**config.mk**
```make
export PLATFORM = sky130hd
export DESIGN_NAME = blf3_window_flat
export DESIGN_NICKNAME = d
export VERILOG_FILES = /design/src/rtl/core/blf3_pkg.sv /design/src/rtl/core/blf3_if.sv /design/src/rtl/core/blf3_window.sv /design/src/flat_wrapper.sv
export SDC_FILE = /design/constraint.sdc
export NUM_CORES = 1
export LEC_CHECK = 0
export BUFFER_PORTS_ARGS = -buffer_cell sky130_fd_sc_hd__buf_2
export CAP_MARGIN = 20
export CORE_MARGIN = 4
export CORE_UTILIZATION = 51
export CTS_CLUSTER_SIZE = 28
export DETAILED_ROUTE_END_ITERATION = 8
export GPL_ROUTABILITY_DRIVEN = 1
export PLACE_DENSITY_LB_ADDON = 0.3
export SYNTH_ARGS = -nofsm -noshare
export SYNTH_HDL_FRONTEND = slang
export SYNTH_SLANG_ARGS = --single-unit
```
**constraint.sdc**
```tcl
create_clock -name clock -period 8.7 [get_ports clock]
set_input_delay 0.87 -clock clock [delete_from_list [all_inputs] [get_ports clock]]
set_output_delay 0.87 -clock clock [all_outputs]
set_load 0.02 [all_outputs]
```
**src/rtl/core/blf3_pkg.sv**
```systemverilog
// shared types and constants for the boundary label fill block
// no dependencies; compiled before every other file of the block
`default_nettype none

package blf3_pkg;

   // defaults for the top-level parameters
   localparam int MAX_WIDTH_DEF  = 1024;
   localparam int MAX_HEIGHT_DEF = 1024;
   localparam int LABEL_BITS_DEF = 16;

   // register port
   localparam int CSR_DATA_BITS  = 11;
   localparam int CSR_INDEX_BITS = 1;

   localparam int RESET_IMAGE_WIDTH  = 640;
   localparam int RESET_IMAGE_HEIGHT = 480;

   typedef enum logic [CSR_INDEX_BITS-1:0] {
      CSR_IMAGE_WIDTH  = 1'b0,
      CSR_IMAGE_HEIGHT = 1'b1
   } csr_index_type;

   typedef enum logic {
      FUNC_PIXEL = 1'b0,
      FUNC_DRAIN = 1'b1
   } func_type;

   // per-push control carried from the front end to the window stage
   typedef struct packed {
      logic emit;
      logic eof;
      logic up_ok;
      logic down_ok;
      logic left_ok;
      logic right_ok;
   } push_ctl_type;

   // window stage occupancy, seen by the front end and the line buffer
   typedef struct packed {
      logic valid;
      logic move;
      logic free;
   } stage_stat_type;

endpackage

`default_nettype wire

```
**src/rtl/core/blf3_if.sv**
```systemverilog
// request and response channel interfaces of the boundary label fill block
// depends on blf3_pkg
`default_nettype none


interface blf3_rsp_if #(
   parameter int LABEL_BITS = blf3_pkg::LABEL_BITS_DEF
);
   import blf3_pkg::*;

   logic                  valid;
   logic                  ready;
   logic [LABEL_BITS-1:0] filled_label;
   logic                  unfilled;
   logic                  end_of_frame;

   modport source (output valid, filled_label, unfilled, end_of_frame, input ready);
   modport sink   (input valid, filled_label, unfilled, end_of_frame, output ready);
endinterface

`default_nettype wire

```
**src/rtl/core/blf3_window.sv**
```systemverilog
// 3x3 window stage, neighbor fill selection and the result register
// depends on blf3_pkg and blf3_rsp_if
`default_nettype none

module blf3_window #(
   parameter int LABEL_BITS = blf3_pkg::LABEL_BITS_DEF
) (
   input  logic                      clock,
   input  logic                      reset,
   input  logic                      push_en,
   input  blf3_pkg::push_ctl_type    push_ctl,
   input  logic [LABEL_BITS-1:0]     col_above,
   input  logic [LABEL_BITS-1:0]     col_center,
   input  logic [LABEL_BITS-1:0]     col_below,
   output blf3_pkg::stage_stat_type  stat,
   blf3_rsp_if.source                rsp
);
   import blf3_pkg::*;

   logic                  s1_v_ff, s1_v_in;
   push_ctl_type          ctl_ff;
   logic [LABEL_BITS-1:0] win_ff [9];
   logic [LABEL_BITS-1:0] win_in [9];
   logic                  out_v_ff, out_v_in;
   logic [LABEL_BITS-1:0] label_ff;
   logic                  unfilled_ff;
   logic                  eof_ff;
   logic                  out_can;
   logic                  out_load;
   logic [LABEL_BITS-1:0] fill;

   assign out_can    = !out_v_ff || rsp.ready;
   assign stat.valid = s1_v_ff;
   assign stat.move  = s1_v_ff && (!ctl_ff.emit || out_can);
   assign stat.free  = !s1_v_ff || stat.move;
   assign out_load   = stat.move && ctl_ff.emit;

   assign s1_v_in  = push_en || (s1_v_ff && !stat.move);
   assign out_v_in = out_load || (out_v_ff && !rsp.ready);

   // shift left one column, new column on the right
   always_comb begin
      for (int k = 0; k < 3; k++) begin
         win_in[3*k]     = win_ff[3*k+1];
         win_in[3*k + 1] = win_ff[3*k+2];
      end
      win_in[2] = col_above;
      win_in[5] = col_center;
      win_in[8] = col_below;
   end

   // own label first, then edge neighbors, then corners
   always_comb begin
      priority if (win_in[4] != '0)                                 fill = win_in[4];
      else if (ctl_ff.up_ok && win_in[1] != '0)                     fill = win_in[1];
      else if (ctl_ff.down_ok && win_in[7] != '0)                   fill = win_in[7];
      else if (ctl_ff.left_ok && win_in[3] != '0)                   fill = win_in[3];
      else if (ctl_ff.right_ok && win_in[5] != '0)                  fill = win_in[5];
      else if (ctl_ff.up_ok && ctl_ff.left_ok && win_in[0] != '0)    fill = win_in[0];
      else if (ctl_ff.up_ok && ctl_ff.right_ok && win_in[2] != '0)   fill = win_in[2];
      else if (ctl_ff.down_ok && ctl_ff.left_ok && win_in[6] != '0)  fill = win_in[6];
      else if (ctl_ff.down_ok && ctl_ff.right_ok && win_in[8] != '0) fill = win_in[8];
      else                                                          fill = '0;
   end

   always_ff @(posedge clock) begin
      if (push_en) begin
         ctl_ff <= push_ctl;
      end
      if (stat.move) begin
         for (int k = 0; k < 9; k++) begin
            win_ff[k] <= win_in[k];
         end
      end
      if (out_load) begin
         label_ff    <= fill;
         unfilled_ff <= (fill == '0);
         eof_ff      <= ctl_ff.eof;
      end
   end

   always_ff @(posedge clock) begin
      if (reset) begin
         s1_v_ff  <= 1'b0;
         out_v_ff <= 1'b0;
      end else begin
         s1_v_ff  <= s1_v_in;
         out_v_ff <= out_v_in;
      end
   end

   assign rsp.valid        = out_v_ff;
   assign rsp.filled_label = label_ff;
   assign rsp.unfilled     = unfilled_ff;
   assign rsp.end_of_frame = eof_ff;

endmodule

`default_nettype wire

```
**src/flat_wrapper.sv**
```systemverilog
// flat-port wrapper written by rule: the top's interface ports become plain ports
module blf3_window_flat import blf3_pkg::*;
#(
   parameter int LABEL_BITS = blf3_pkg::LABEL_BITS_DEF
)
  (clock, reset, push_en, push_ctl, col_above, col_center, col_below, stat, rsp_valid, rsp_filled_label, rsp_unfilled, rsp_end_of_frame, rsp_ready);
  blf3_rsp_if #(.LABEL_BITS(LABEL_BITS)) rsp_i ();
  input  logic clock;
  input  logic reset;
  input  logic push_en;
  input  blf3_pkg::push_ctl_type push_ctl;
  input  logic [LABEL_BITS-1:0] col_above;
  input  logic [LABEL_BITS-1:0] col_center;
  input  logic [LABEL_BITS-1:0] col_below;
  output blf3_pkg::stage_stat_type stat;
  output wire logic [$bits(rsp_i.valid)-1:0] rsp_valid;
  output wire logic [$bits(rsp_i.filled_label)-1:0] rsp_filled_label;
  output wire logic [$bits(rsp_i.unfilled)-1:0] rsp_unfilled;
  output wire logic [$bits(rsp_i.end_of_frame)-1:0] rsp_end_of_frame;
  input wire logic [$bits(rsp_i.ready)-1:0] rsp_ready;
  assign rsp_valid = rsp_i.valid;
  assign rsp_filled_label = rsp_i.filled_label;
  assign rsp_unfilled = rsp_i.unfilled;
  assign rsp_end_of_frame = rsp_i.end_of_frame;
  assign rsp_i.ready = rsp_ready;
  blf3_window #(.LABEL_BITS(LABEL_BITS)) u_core (.clock(clock), .reset(reset), .push_en(push_en), .push_ctl(push_ctl), .col_above(col_above), .col_center(col_center), .col_below(col_below), .stat(stat), .rsp(rsp_i));
endmodule
```
==> impl_results.md <==
- Starting Density: 52.5%
- Core area: 10300 sq um
- Total of fill cells in the finished design: 787
- Crit-path max cell delay: 940 ps
- Sequential Power Share: between 40% and 50%
- Routability cong.: 0.998
- Boundary Pins: 80
- Post-CTS Hold Buffers: 0
- Sequential Area: 3640 sq um
- Ys async rst share: 0%
- Yosys warning count: 0
- Tcrit/Tclk final: 44.9%
- Outcome: finished, final reports clean
- Tot GR Track Use: 24.5%
- Final min period: 3910 ps
- Design Power: 0.00150 W
- Worst reg2reg path startpoint: u_core.win_ff[0][40]
- Crit path cell chain: or4_4 > o41ai_4 > nand2_1 > o22ai_1 > nor2_1 > o32a_1 > or4_4 > nor4_2
- Post-synth EDFFs: between 100 and 150
- Final Hold Viols: 0
- Largest net degree at the start of global routing: 97
- Max_cap viols: 0
- Setup TNS Final: 0 ps
- Final setup viols: 0
- Standby leakage power: 2.30 nW
- TritonCTS clock tree: built
- Layout Nets: 542
- Clk slew on worst S/H paths: 60 ps
- Yosys reg bits: 122
- Detailed-route wire length per cell: 23.5 um
- Clock root cell: clkbuf_8
- Detailed Routing Iterations Pass 1: 6
- Clock buffer depth: 2
- Sw frac: 23.4%
- Antenna cells: 0
- DR iter-0 viols: between 600 and 700
- Cts repair resizes: 0
- Worst path slowest cell: o41ai_4
- Cell count after synthesis: 402
- Total vias in the final route: 4252
- Critical Path Fanout Max: 18
- Port Buf Inserts: 79
- Combinational share of power: about 8.2%
- F_max: 0.256 GHz
- Initial antenna violation count: 0
- WS Path Type: flip-flop to flip-flop
- Synth Flop Type: edfxtp_1
- CP endpoint kind: flip-flop
- NetSw: 0.000351 W
- Syn avg cell area: 13.5 sq um
- Power Density: 229 nW/um^2
- Number of global-route vias before repair: ~4000
- Worst Path Required: 9060 ps
- Maximum VDD drop: 0.129 mV
- Rel. slew slack: 32.8%
- Hold Path Origin: u_core.ctl_ff[4]
- Total gr overflow: 0
- Post CTS Setup Buffer Count: 0
- Worst Tran Pin Value: between 900 and 1000 ps
- Drc violations: 0
- Final core utilization: 63.6%
- Worst-Skew Late Latency: 540 ps
- WP data arrival: 4270 ps
- Post-synthesis sequential area ratio: 67.2%
- Critical Path Start Type: flip-flop
- Internal: 0.00115 W
- RSZ-0062 raised after global routing: no
- Die X: roughly 110 um
- H-Tree Depth: 4
- Worst hold path class: flip-flop to flip-flop
- Clk sinks: ~120
- DRT Wirelength: 14900 um
- Mapped Nets: 460
- Most common cell on crit path: or4_4
- Die H: roughly 110 um
- DIE AREA: 12300 sq um
- Mapped Area: around 5400 sq um
- Pins Over Slew Limit: 0
- Vias per std cell: around 6.7
- Power share of the clock group: 45.3%
- Post-DP HPWL: 10700 um
- Site Rows: 37
- Clock Skews: 10.3 ps
- TritonCTS buffer count: 17
- Fraction of layout cells with a size suffix above 1: 25.8%
- First-pass GRT wire length: 22600 um
- Multi-input gate area in the final layout: around 1700 sq um
- Detail Route Antenna Nets: 0
- Number of distinct library cells after synthesis: 57
- Area delta synth->final: 21.1%
- CP startpoint: u_core.win_ff[0][40]
## power groups by stage
stage	registers (W)	logic (W)	clock network [W]
after detailed placement	0.000710	0.000118	0
after floorplan	0.000705	0.0000708	0
final	0.000700	0.000123	0.000680
after global routing	0.000701	0.000132	0.000723
after CTS	0.000698	0.000119	0.000686
after global placement	0.000708	0.000116	0
## critical path, delay by kind of cell, from the launching register on
kind	cells	cell delay (ps)
flip-flops	1	480
AND/OR/NAND/NOR	5	1810
AO/OA/AOI/OAI	3	1450
## through the flow
stage	std cells	instance area, sq um	setup slack, ps	hold slack [ps]
global placement	600	5970	4730	403
global route	633	6570	4590	454
CTS	632	6550	4880	434
floorplan	402	5420	2080	400
finish	633	6570	4790	434
detailed placement	600	5970	4660	421
## state kept, by name (all words and copies together), names as in the netlist
name                     count
u_core.ctl_ff                6
u_core.rsp.end_of_frame      1
u_core.rsp.filled_label     16
u_core.rsp.unfilled          1
u_core.rsp.valid             1
u_core.s1_v_ff               1
u_core.win_ff               96
## metal layers
metal	GRT usage [%]	share of wire [%]	vias up	wire length [um]
li1	-	-	1839	-
met1	34.2	39	1966	5740
met2	34.7	43	391	6450
met3	8.62	14	56	2130
met4	10.8	3.8	0	571
met5	0	0	-	0
## logic make-up after synthesis
logic type	after synthesis	synth area share (%)
AOI/OAI and AO/OA	110	16.1
buffers and inverters	29	2.42
DFF	122	67.2
muxes	1	0.185
and+or+nand+nor	140	14.1
## placed cells by master (no fill, tap or decap), types with 5 or more instances in the layout
master	instances
a31oi_1	6
o21ai_0	10
edfxtp_1	120
nor2_1	29
a221oi_1	7
clkbuf_16	16
a21oi_1	14
or4_1	17
nand2_1	27
o221ai_1	6
nor3_1	7
inv_1	6
buf_4	6
nand3_1	13
and3_1	7
buf_2	79
and2_1	7
clkinv_2	5
a311oi_1	7
nor4_1	13
o22ai_1	10
## layout make-up
cell class	count	share of cell area, %
sequential	122	55.5
multi-input combinational	251	25.8
timing repair buffer	86	7.01
clock buffer	18	6.36
tap	136	2.59
clock inverter	14	2.36
inverter	6	0.343
## synthesized netlist by cell type, types with 6 or more instances
master    count  area [sq um]
and3_1        7          43.8
nand2_1      27           101
o221ai_1      6          52.6
a311oi_1      7          61.3
nand3_1      13          65.1
nor4_1       13          81.3
clkbuf_1     16          60.1
or4_1        17           128
and2_1        7          43.8
nor3_1        7          35.0
inv_1         6          22.5
o22ai_1      10          62.6
a21oi_1      14          70.1
a31oi_1       6          37.5
a221oi_1      7          61.3
edfxtp_1    120          3600
o21ai_0      10          50.1
nor2_1       29           109
## worst paths after layout
| check | depth (start not counted) | to | slack, ps |
|---|---|---|---|
| max reg2reg | 8 | u_core.rsp.unfilled | 4790 |
| min reg2reg | 0 | u_core.rsp.end_of_frame | 430 |
| min | 0 | u_core.rsp.end_of_frame | 430 |
| max | 8 | u_core.rsp.unfilled | 4790 |
Note: power is estimated with default switching activity, not from simulation.
