## src/rtl/core/blf3_pkg.sv

```systemverilog
// shared types and constants for the boundary label fill block
// no dependencies; compiled before every other file of the block
`default_nettype none

package blf3_pkg;

   // defaults for the top-level parameters
   localparam int MAX_WIDTH_DEF  = 1024;
   localparam int MAX_HEIGHT_DEF = 1024;
   localparam int LABEL_BITS_DEF = 16;

   // register port
   localparam int CSR_DATA_BITS  = 11;
   localparam int CSR_INDEX_BITS = 1;

   localparam int RESET_IMAGE_WIDTH  = 640;
   localparam int RESET_IMAGE_HEIGHT = 480;

   typedef enum logic [CSR_INDEX_BITS-1:0] {
      CSR_IMAGE_WIDTH  = 1'b0,
      CSR_IMAGE_HEIGHT = 1'b1
   } csr_index_type;

   typedef enum logic {
      FUNC_PIXEL = 1'b0,
      FUNC_DRAIN = 1'b1
   } func_type;

   // per-push control carried from the front end to the window stage
   typedef struct packed {
      logic emit;
      logic eof;
      logic up_ok;
      logic down_ok;
      logic left_ok;
      logic right_ok;
   } push_ctl_type;

   // window stage occupancy, seen by the front end and the line buffer
   typedef struct packed {
      logic valid;
      logic move;
      logic free;
   } stage_stat_type;

endpackage

`default_nettype wire

```

## src/rtl/core/blf3_if.sv

```systemverilog
// request and response channel interfaces of the boundary label fill block
// depends on blf3_pkg
`default_nettype none

interface blf3_req_if #(
   parameter int LABEL_BITS = blf3_pkg::LABEL_BITS_DEF
);
   import blf3_pkg::*;

   logic                  valid;
   logic                  ready;
   func_type              func;
   logic [LABEL_BITS-1:0] pixel_label;

   modport source (output valid, func, pixel_label, input ready);
   modport sink   (input valid, func, pixel_label, output ready);
endinterface


`default_nettype wire

```

## src/rtl/core/blf3_ctrl.sv

```systemverilog
// front end: image size registers, raster position counters, push decisions
// depends on blf3_pkg and blf3_req_if
`default_nettype none

module blf3_ctrl #(
   parameter int MAX_WIDTH  = blf3_pkg::MAX_WIDTH_DEF,
   parameter int MAX_HEIGHT = blf3_pkg::MAX_HEIGHT_DEF,
   parameter int LABEL_BITS = blf3_pkg::LABEL_BITS_DEF
) (
   input  logic                                 clock,
   input  logic                                 reset,
   blf3_req_if.sink                             req,
   input  logic                                 csr_we,
   input  blf3_pkg::csr_index_type              csr_index,
   input  logic [blf3_pkg::CSR_DATA_BITS-1:0]   csr_wdata,
   input  blf3_pkg::stage_stat_type             stat,
   output logic                                 push_en,
   output logic [$clog2(MAX_WIDTH)-1:0]         push_col,
   output logic [LABEL_BITS-1:0]                push_label,
   output blf3_pkg::push_ctl_type               push_ctl
);
   import blf3_pkg::*;

   localparam int COL_W  = $clog2(MAX_WIDTH);
   localparam int WID_W  = $clog2(MAX_WIDTH + 1);
   localparam int ROW_W  = $clog2(MAX_HEIGHT + 2);
   localparam int PEND_W = $clog2(MAX_WIDTH + 2);
   localparam int RST_W  = (RESET_IMAGE_WIDTH > MAX_WIDTH) ? MAX_WIDTH : RESET_IMAGE_WIDTH;
   localparam int RST_H  = (RESET_IMAGE_HEIGHT > MAX_HEIGHT) ? MAX_HEIGHT : RESET_IMAGE_HEIGHT;

   logic [WID_W-1:0]  width_ff, width_in;
   logic [ROW_W-1:0]  height_ff, height_in;
   logic [WID_W-1:0]  col_ff, col_in;
   logic [ROW_W-1:0]  row_ff, row_in;
   logic [PEND_W-1:0] pend_ff, pend_in;

   logic              tail;
   logic              auto_push;
   logic              take;
   logic              col_last;
   logic [WID_W-1:0]  col_step;
   logic [ROW_W-1:0]  row_step;
   logic              col_nz;
   logic              emit_pos;
   logic [WID_W-1:0]  width_wr;
   logic [ROW_W-1:0]  height_wr;

   // clamp written sizes into 1..MAX
   always_comb begin
      if (csr_wdata == '0) begin
         width_wr  = WID_W'(1);
         height_wr = ROW_W'(1);
      end else begin
         width_wr  = (32'(csr_wdata) > 32'(MAX_WIDTH))  ? WID_W'(MAX_WIDTH)  : WID_W'(csr_wdata);
         height_wr = (32'(csr_wdata) > 32'(MAX_HEIGHT)) ? ROW_W'(MAX_HEIGHT) : ROW_W'(csr_wdata);
      end
   end

   // frame tail and the extra zero push a one-row frame needs there
   assign tail      = row_ff >= height_ff;
   assign auto_push = tail && (row_ff == ROW_W'(1)) && (col_ff == '0) && (pend_ff != '0);
   assign req.ready = stat.free && !auto_push;
   assign take      = req.valid && req.ready;

   assign col_last = (col_ff + WID_W'(1)) >= width_ff;
   assign col_step = col_last ? '0 : col_ff + WID_W'(1);
   assign row_step = col_last ? row_ff + ROW_W'(1) : row_ff;
   assign col_nz   = col_ff != '0;
   assign emit_pos = col_nz ? (row_ff >= ROW_W'(1)) : (row_ff >= ROW_W'(2));

   assign push_col = col_ff[COL_W-1:0];

   // neighbor masks for the pixel that this push completes
   always_comb begin
      push_ctl.emit = emit_pos;
      push_ctl.eof  = tail && (pend_ff == PEND_W'(1));
      if (col_nz) begin
         push_ctl.up_ok    = row_ff >= ROW_W'(2);
         push_ctl.down_ok  = row_ff < height_ff;
         push_ctl.left_ok  = col_ff >= WID_W'(2);
         push_ctl.right_ok = 1'b1;
      end else begin
         push_ctl.up_ok    = row_ff >= ROW_W'(3);
         push_ctl.down_ok  = row_ff <= height_ff;
         push_ctl.left_ok  = width_ff >= WID_W'(2);
         push_ctl.right_ok = 1'b0;
      end
   end

   always_comb begin
      width_in   = width_ff;
      height_in  = height_ff;
      col_in     = col_ff;
      row_in     = row_ff;
      pend_in    = pend_ff;
      push_en    = 1'b0;
      push_label = '0;
      priority if (csr_we) begin
         unique case (csr_index)
            CSR_IMAGE_WIDTH:  width_in  = width_wr;
            CSR_IMAGE_HEIGHT: height_in = height_wr;
            default:          width_in  = width_ff;
         endcase
         col_in  = '0;
         row_in  = '0;
         pend_in = '0;
      end else if (auto_push && stat.free) begin
         push_en = 1'b1;
         col_in  = col_step;
         row_in  = row_step;
      end else if (take && tail) begin
         if (pend_ff == '0) begin
            col_in = '0;
            row_in = '0;
         end else begin
            push_en = 1'b1;
            pend_in = pend_ff - PEND_W'(1);
            if (pend_ff == PEND_W'(1)) begin
               col_in = '0;
               row_in = '0;
            end else begin
               col_in = col_step;
               row_in = row_step;
            end
         end
      end else if (take && (req.func == FUNC_PIXEL)) begin
         push_en    = 1'b1;
         push_label = req.pixel_label;
         pend_in    = emit_pos ? pend_ff : pend_ff + PEND_W'(1);
         col_in     = col_step;
         row_in     = row_step;
      end
   end

   always_ff @(posedge clock) begin
      if (reset) begin
         width_ff  <= WID_W'(RST_W);
         height_ff <= ROW_W'(RST_H);
         col_ff    <= '0;
         row_ff    <= '0;
         pend_ff   <= '0;
      end else begin
         width_ff  <= width_in;
         height_ff <= height_in;
         col_ff    <= col_in;
         row_ff    <= row_in;
         pend_ff   <= pend_in;
      end
   end

endmodule

`default_nettype wire

```

## src/flat_wrapper.sv

```systemverilog
// flat-port wrapper written by rule: the top's interface ports become plain ports
module blf3_ctrl_flat import blf3_pkg::*;
#(
   parameter int MAX_WIDTH  = blf3_pkg::MAX_WIDTH_DEF,
   parameter int MAX_HEIGHT = blf3_pkg::MAX_HEIGHT_DEF,
   parameter int LABEL_BITS = blf3_pkg::LABEL_BITS_DEF
)
  (clock, reset, csr_we, csr_index, csr_wdata, stat, push_en, push_col, push_label, push_ctl, req_valid, req_func, req_pixel_label, req_ready);
  blf3_req_if #(.LABEL_BITS(LABEL_BITS)) req_i ();
  input  logic clock;
  input  logic reset;
  input  logic csr_we;
  input  blf3_pkg::csr_index_type csr_index;
  input  logic [blf3_pkg::CSR_DATA_BITS-1:0] csr_wdata;
  input  blf3_pkg::stage_stat_type stat;
  output logic push_en;
  output logic [$clog2(MAX_WIDTH)-1:0] push_col;
  output logic [LABEL_BITS-1:0] push_label;
  output blf3_pkg::push_ctl_type push_ctl;
  input wire logic [$bits(req_i.valid)-1:0] req_valid;
  input wire logic [$bits(req_i.func)-1:0] req_func;
  input wire logic [$bits(req_i.pixel_label)-1:0] req_pixel_label;
  output wire logic [$bits(req_i.ready)-1:0] req_ready;
  assign req_i.valid = req_valid;
  assign req_i.func = req_func;
  assign req_i.pixel_label = req_pixel_label;
  assign req_ready = req_i.ready;
  blf3_ctrl #(.MAX_WIDTH(MAX_WIDTH), .MAX_HEIGHT(MAX_HEIGHT), .LABEL_BITS(LABEL_BITS)) u_core (.clock(clock), .reset(reset), .req(req_i), .csr_we(csr_we), .csr_index(csr_index), .csr_wdata(csr_wdata), .stat(stat), .push_en(push_en), .push_col(push_col), .push_label(push_label), .push_ctl(push_ctl));
endmodule
```

## config.mk

```make
export PLATFORM = sky130hd
export DESIGN_NAME = blf3_ctrl_flat
export DESIGN_NICKNAME = d
export VERILOG_FILES = /design/src/rtl/core/blf3_pkg.sv /design/src/rtl/core/blf3_if.sv /design/src/rtl/core/blf3_ctrl.sv /design/src/flat_wrapper.sv
export SDC_FILE = /design/constraint.sdc
export NUM_CORES = 1
export LEC_CHECK = 0
export BUFFER_PORTS_ARGS = -buffer_cell sky130_fd_sc_hd__buf_2
export CELL_PAD_IN_SITES_DETAIL_PLACEMENT = 1
export CELL_PAD_IN_SITES_GLOBAL_PLACEMENT = 1
export CORE_ASPECT_RATIO = 0.5
export CORE_UTILIZATION = 42
export CTS_CLUSTER_DIAMETER = 50
export CTS_CLUSTER_SIZE = 20
export DETAILED_ROUTE_END_ITERATION = 16
export PLACE_DENSITY = 0.82
export SLEW_MARGIN = 20
export SYNTH_ARGS = -nofsm -noshare
export SYNTH_HDL_FRONTEND = slang
export SYNTH_SLANG_ARGS = --single-unit
```

## constraint.sdc

```tcl
create_clock -name clock -period 3.7 [get_ports clock]
set_input_delay 0.555 -clock clock [delete_from_list [all_inputs] [get_ports clock]]
set_output_delay 0.555 -clock clock [all_outputs]
set_load 0.02 [all_outputs]
```

==> results.yml <==
cts:
  cts_buffer_depth: 2
  clock_latency_ns: 0.30
  clkTransAtPathRegs_ns: 0.08
  cts_sinks: 55
  htreeDepth: 2
  cts_tree: "done"
  root_buffer: "clkbuf_16"
  cts_buffers: 5
hold_path:
  whs_path_depth: 2
  hp-class: "flip-flop to flip-flop"
pwr:
  p_switching_w: 0.000325
  p_seq_share_pct: 48.1
  clkPwrFrac_pct: 41.1
  power_frac_comb_pct: 10.8
  power.total_w: 0.00127
  switching_share_pct: 25.6
  vdd_drop_max_uv: 173
  powerDensity_mw_per_mm2: 277
  p_leak_nw: 2.02
  p_int_w: 0.000944
timing:
  rsz0062_at_grt: "false"
  worst_slew_pin_slew_ns: 0.970
  tns_ns: 0
  hold_viol: 0
  maxSlewHeadroom_pct: 34.9
  slew_viol_final: 0
  min_period_over_period_pct: 96.4
  worst_clock_skew_ns: 0.0106
  finalSetupViolCount: 0
  period_minus_slack_ns: 3.57
  timing.fmax_ghz: 0.280
yosys:
  yosys_warnings: 0
  synthAdderAreaFrac_pct: 9.65
  synth_xor_area_share_pct: 1.52
  ys_ff_latch: 55
  synth_cell_types: 61
  synth_top_family_by_area: "simple AND/OR/NAND/NOR gates"
  synth_nets: 580
  ys.flop_type: "dfxtp_1"
  synthMuxAreaShare_pct: 1.90
  synth_simple_gate_area_share_pct: 30.3
  synth_compound_area_share_pct: 21.0
  synthArstFlopShare_pct: 0
  avgSynthCellArea_sq_um: 7.84
  syn_inst: 513
  netlist_area_sq_mm: 0.00402
  yosysSeqAreaShare_pct: 27.4
  synth_edf_count: 0
cells_and_area:
  fin_util_pct: 50.8
  drive_above_1_share_pct: 18.6
  diodes: 0
  area_growth_pct: 13.8
  nets: 631
  design_area_sq_mm: 0.00458
  seqCellArea_sq_mm: 0.00110
  nFillCells: 1149
  multi_input_area_sq_mm: 0.00261
worst_setup_path:
  path_max_fanout: 16
  crit_arrival_ns: 3.01
  setup.worst_path.class: "flip-flop to output port"
  start_kind: "flip-flop"
  r2r_cells: 13
  end_kind: "output port"
  cp.required_ns: 3.14
run_status:
  outcome: "complete, no violations"
die:
  start_util_pct: 44.6
  fp.dieH_microns: 71.2
  io_pins: 70
  die_w_microns: 140
  rows: 24
  dieArea_sq_mm: 0.00999
  core_area_sq_mm: 0.00901
flow_run:
  max_cap_viol_count: 0
global_routing:
  track_usage_pct: 24.1
  grt_pass1_wl_microns: 18900
  gr-total-overflow: 0
  antenna_found_initial: 0
  grt_max_degree: 25
  grt_pass1_vias: 3902
routing:
  antenna_left: 0
  drt-initial-drc-count: 194
  avgRoutedWirePerCell_microns: 16.8
  drc: 0
  drt_wl_total_microns: 11500
  vias: 3946
  vias_per_cell: 5.79
  firstDrtPassIters: 4
placement:
  port_buffers: 67
  hpwlAfterDp_microns: 8760
  gp_congestion: 0.817
  place_area_sq_mm: 0.00440
==> kinds of logic (layout without fill, tap and decap cells) <==
| logic type | Yosys count | count (layout) |
|---|---|---|
| buffers and inverters | 72 | 124 |
| muxes | 7 | 7 |
| DFF | 55 | 55 |
| AOI/OAI and AO/OA | 120 | 120 |
| and+or+nand+nor | 221 | 221 |
| xor gates and xnor gates | 7 | 7 |
| adders and majority gates | 31 | 31 |
==> synth_stat cells (all sizes together) (3+ instances only) <==
master / count / area [sq um]
o211ai: 5 / 37.5
nor2b: 5 / 31.3
o21a: 5 / 37.5
o311ai: 3 / 26.3
a21oi: 37 / 185
nand3: 14 / 75.1
and3: 8 / 50.1
a2111o: 3 / 33.8
a211oi: 6 / 50.1
mux2i: 5 / 50.1
nor3: 10 / 50.1
inv: 37 / 139
a31oi: 6 / 37.5
nor2: 36 / 135
nand4b: 4 / 35.0
or3: 12 / 81.3
buf: 21 / 140
nor4: 11 / 105
nand3b: 9 / 67.6
a21o: 9 / 67.6
xnor2: 5 / 43.8
ha: 31 / 388
a22oi: 5 / 37.5
dfxtp: 55 / 1100
nor3b: 8 / 60.1
nand2: 53 / 199
nand2b: 12 / 75.1
clkbuf: 14 / 52.6
and4: 3 / 26.3
nand4: 14 / 87.6
a211o: 10 / 87.6
o21ai: 18 / 90.1
and2: 19 / 119
==> flip-flops by register name, summed over array words and instances, names as in the netlist <==
name,flops
u_core.col_ff,11
u_core.height_ff,11
u_core.pend_ff,11
u_core.row_ff,11
u_core.width_ff,11
==> timing repair <==
item / 4_1_cts / 5_1_grt
pin swaps: 1 / 0
setup endpoints to repair: 16 / 6
setup buffers: 1 / 0
endpoints found under the hold margin: 0 / 0
gates resized for setup: 0 / 2
hold buffers: 0 / 0
==> worst max-delay path: stages (launching register included) <==
cell	delay, ns
dfxtp_1	0.34
inv_1	0.05
ha_1	0.30
a211oi_1	0.27
o21ai_0	0.23
a221oi_4	0.38
nand2_1	0.25
nor4_2	0.34
buf_4	0.24
and2_1	0.14
buf_2	0.16
==> per-stage QoR <==
stage | std cells | hold slack, ns | worst slack, ns
finish | 682 | 0.459 | 0.135
global route | 682 | 0.492 | 0.00150
CTS | 682 | 0.465 | 0.126
detailed placement | 673 | 0.454 | 0.199
global placement | 673 | 0.444 | 0.338
floorplan | 513 | 0.435 | 0.564
==> worst paths after layout <==
path	start	to	slack [ns]
worst max-delay path	u_core.height_ff[6]	push_label[2]	0.13
worst min-delay path	u_core.height_ff[10]	u_core.height_ff[10]	0.46
worst max register to register	u_core.col_ff[0]	u_core.col_ff[7]	0.18
worst min register to register	u_core.height_ff[10]	u_core.height_ff[10]	0.46
==> per-layer routing <==
metal,global-route usage [%],wire length [microns],vias to the layer above
li1,-,-,1941
met1,32.6,5850,1926
met2,40.3,5090,68
met3,4.27,441,11
met4,4.88,100,0
met5,0,0,-
==> final cells by class <==
cell class / instances / area share [%]
flip-flops and latches: 55 / 24.1
well taps: 117 / 3.20
clock buffers: 7 / 3.34
repair buffers: 79 / 9.29
multi-input cells: 386 / 56.9
inverters: 37 / 3.03
clock inverters: 1 / 0.164
==> cell usage in the layout, fill, tap and decap left out, drive strengths merged, types with 9 or more instances in the layout <==
| master | n |
|---|---|
| and2 | 19 |
| a21oi | 37 |
| nand4 | 14 |
| nand2 | 53 |
| nand2b | 12 |
| nand3 | 14 |
| nor2 | 36 |
| ha | 31 |
| nor4 | 11 |
| dfxtp | 55 |
| a211o | 10 |
| inv | 37 |
| nor3 | 10 |
| o21ai | 18 |
| a21o | 9 |
| or3 | 12 |
| buf | 79 |
| nand3b | 9 |
==> power by group through the flow <==
stage | logic [W] | registers [W] | clock network [W]
after floorplan | 0.0000868 | 0.000621 | 0
after global placement | 0.000132 | 0.000623 | 0
after detailed placement | 0.000136 | 0.000624 | 0
after CTS | 0.000138 | 0.000610 | 0.000529
after global routing | 0.000152 | 0.000611 | 0.000548
final | 0.000137 | 0.000610 | 0.000522
Note: power is estimated with default switching activity, not from simulation.
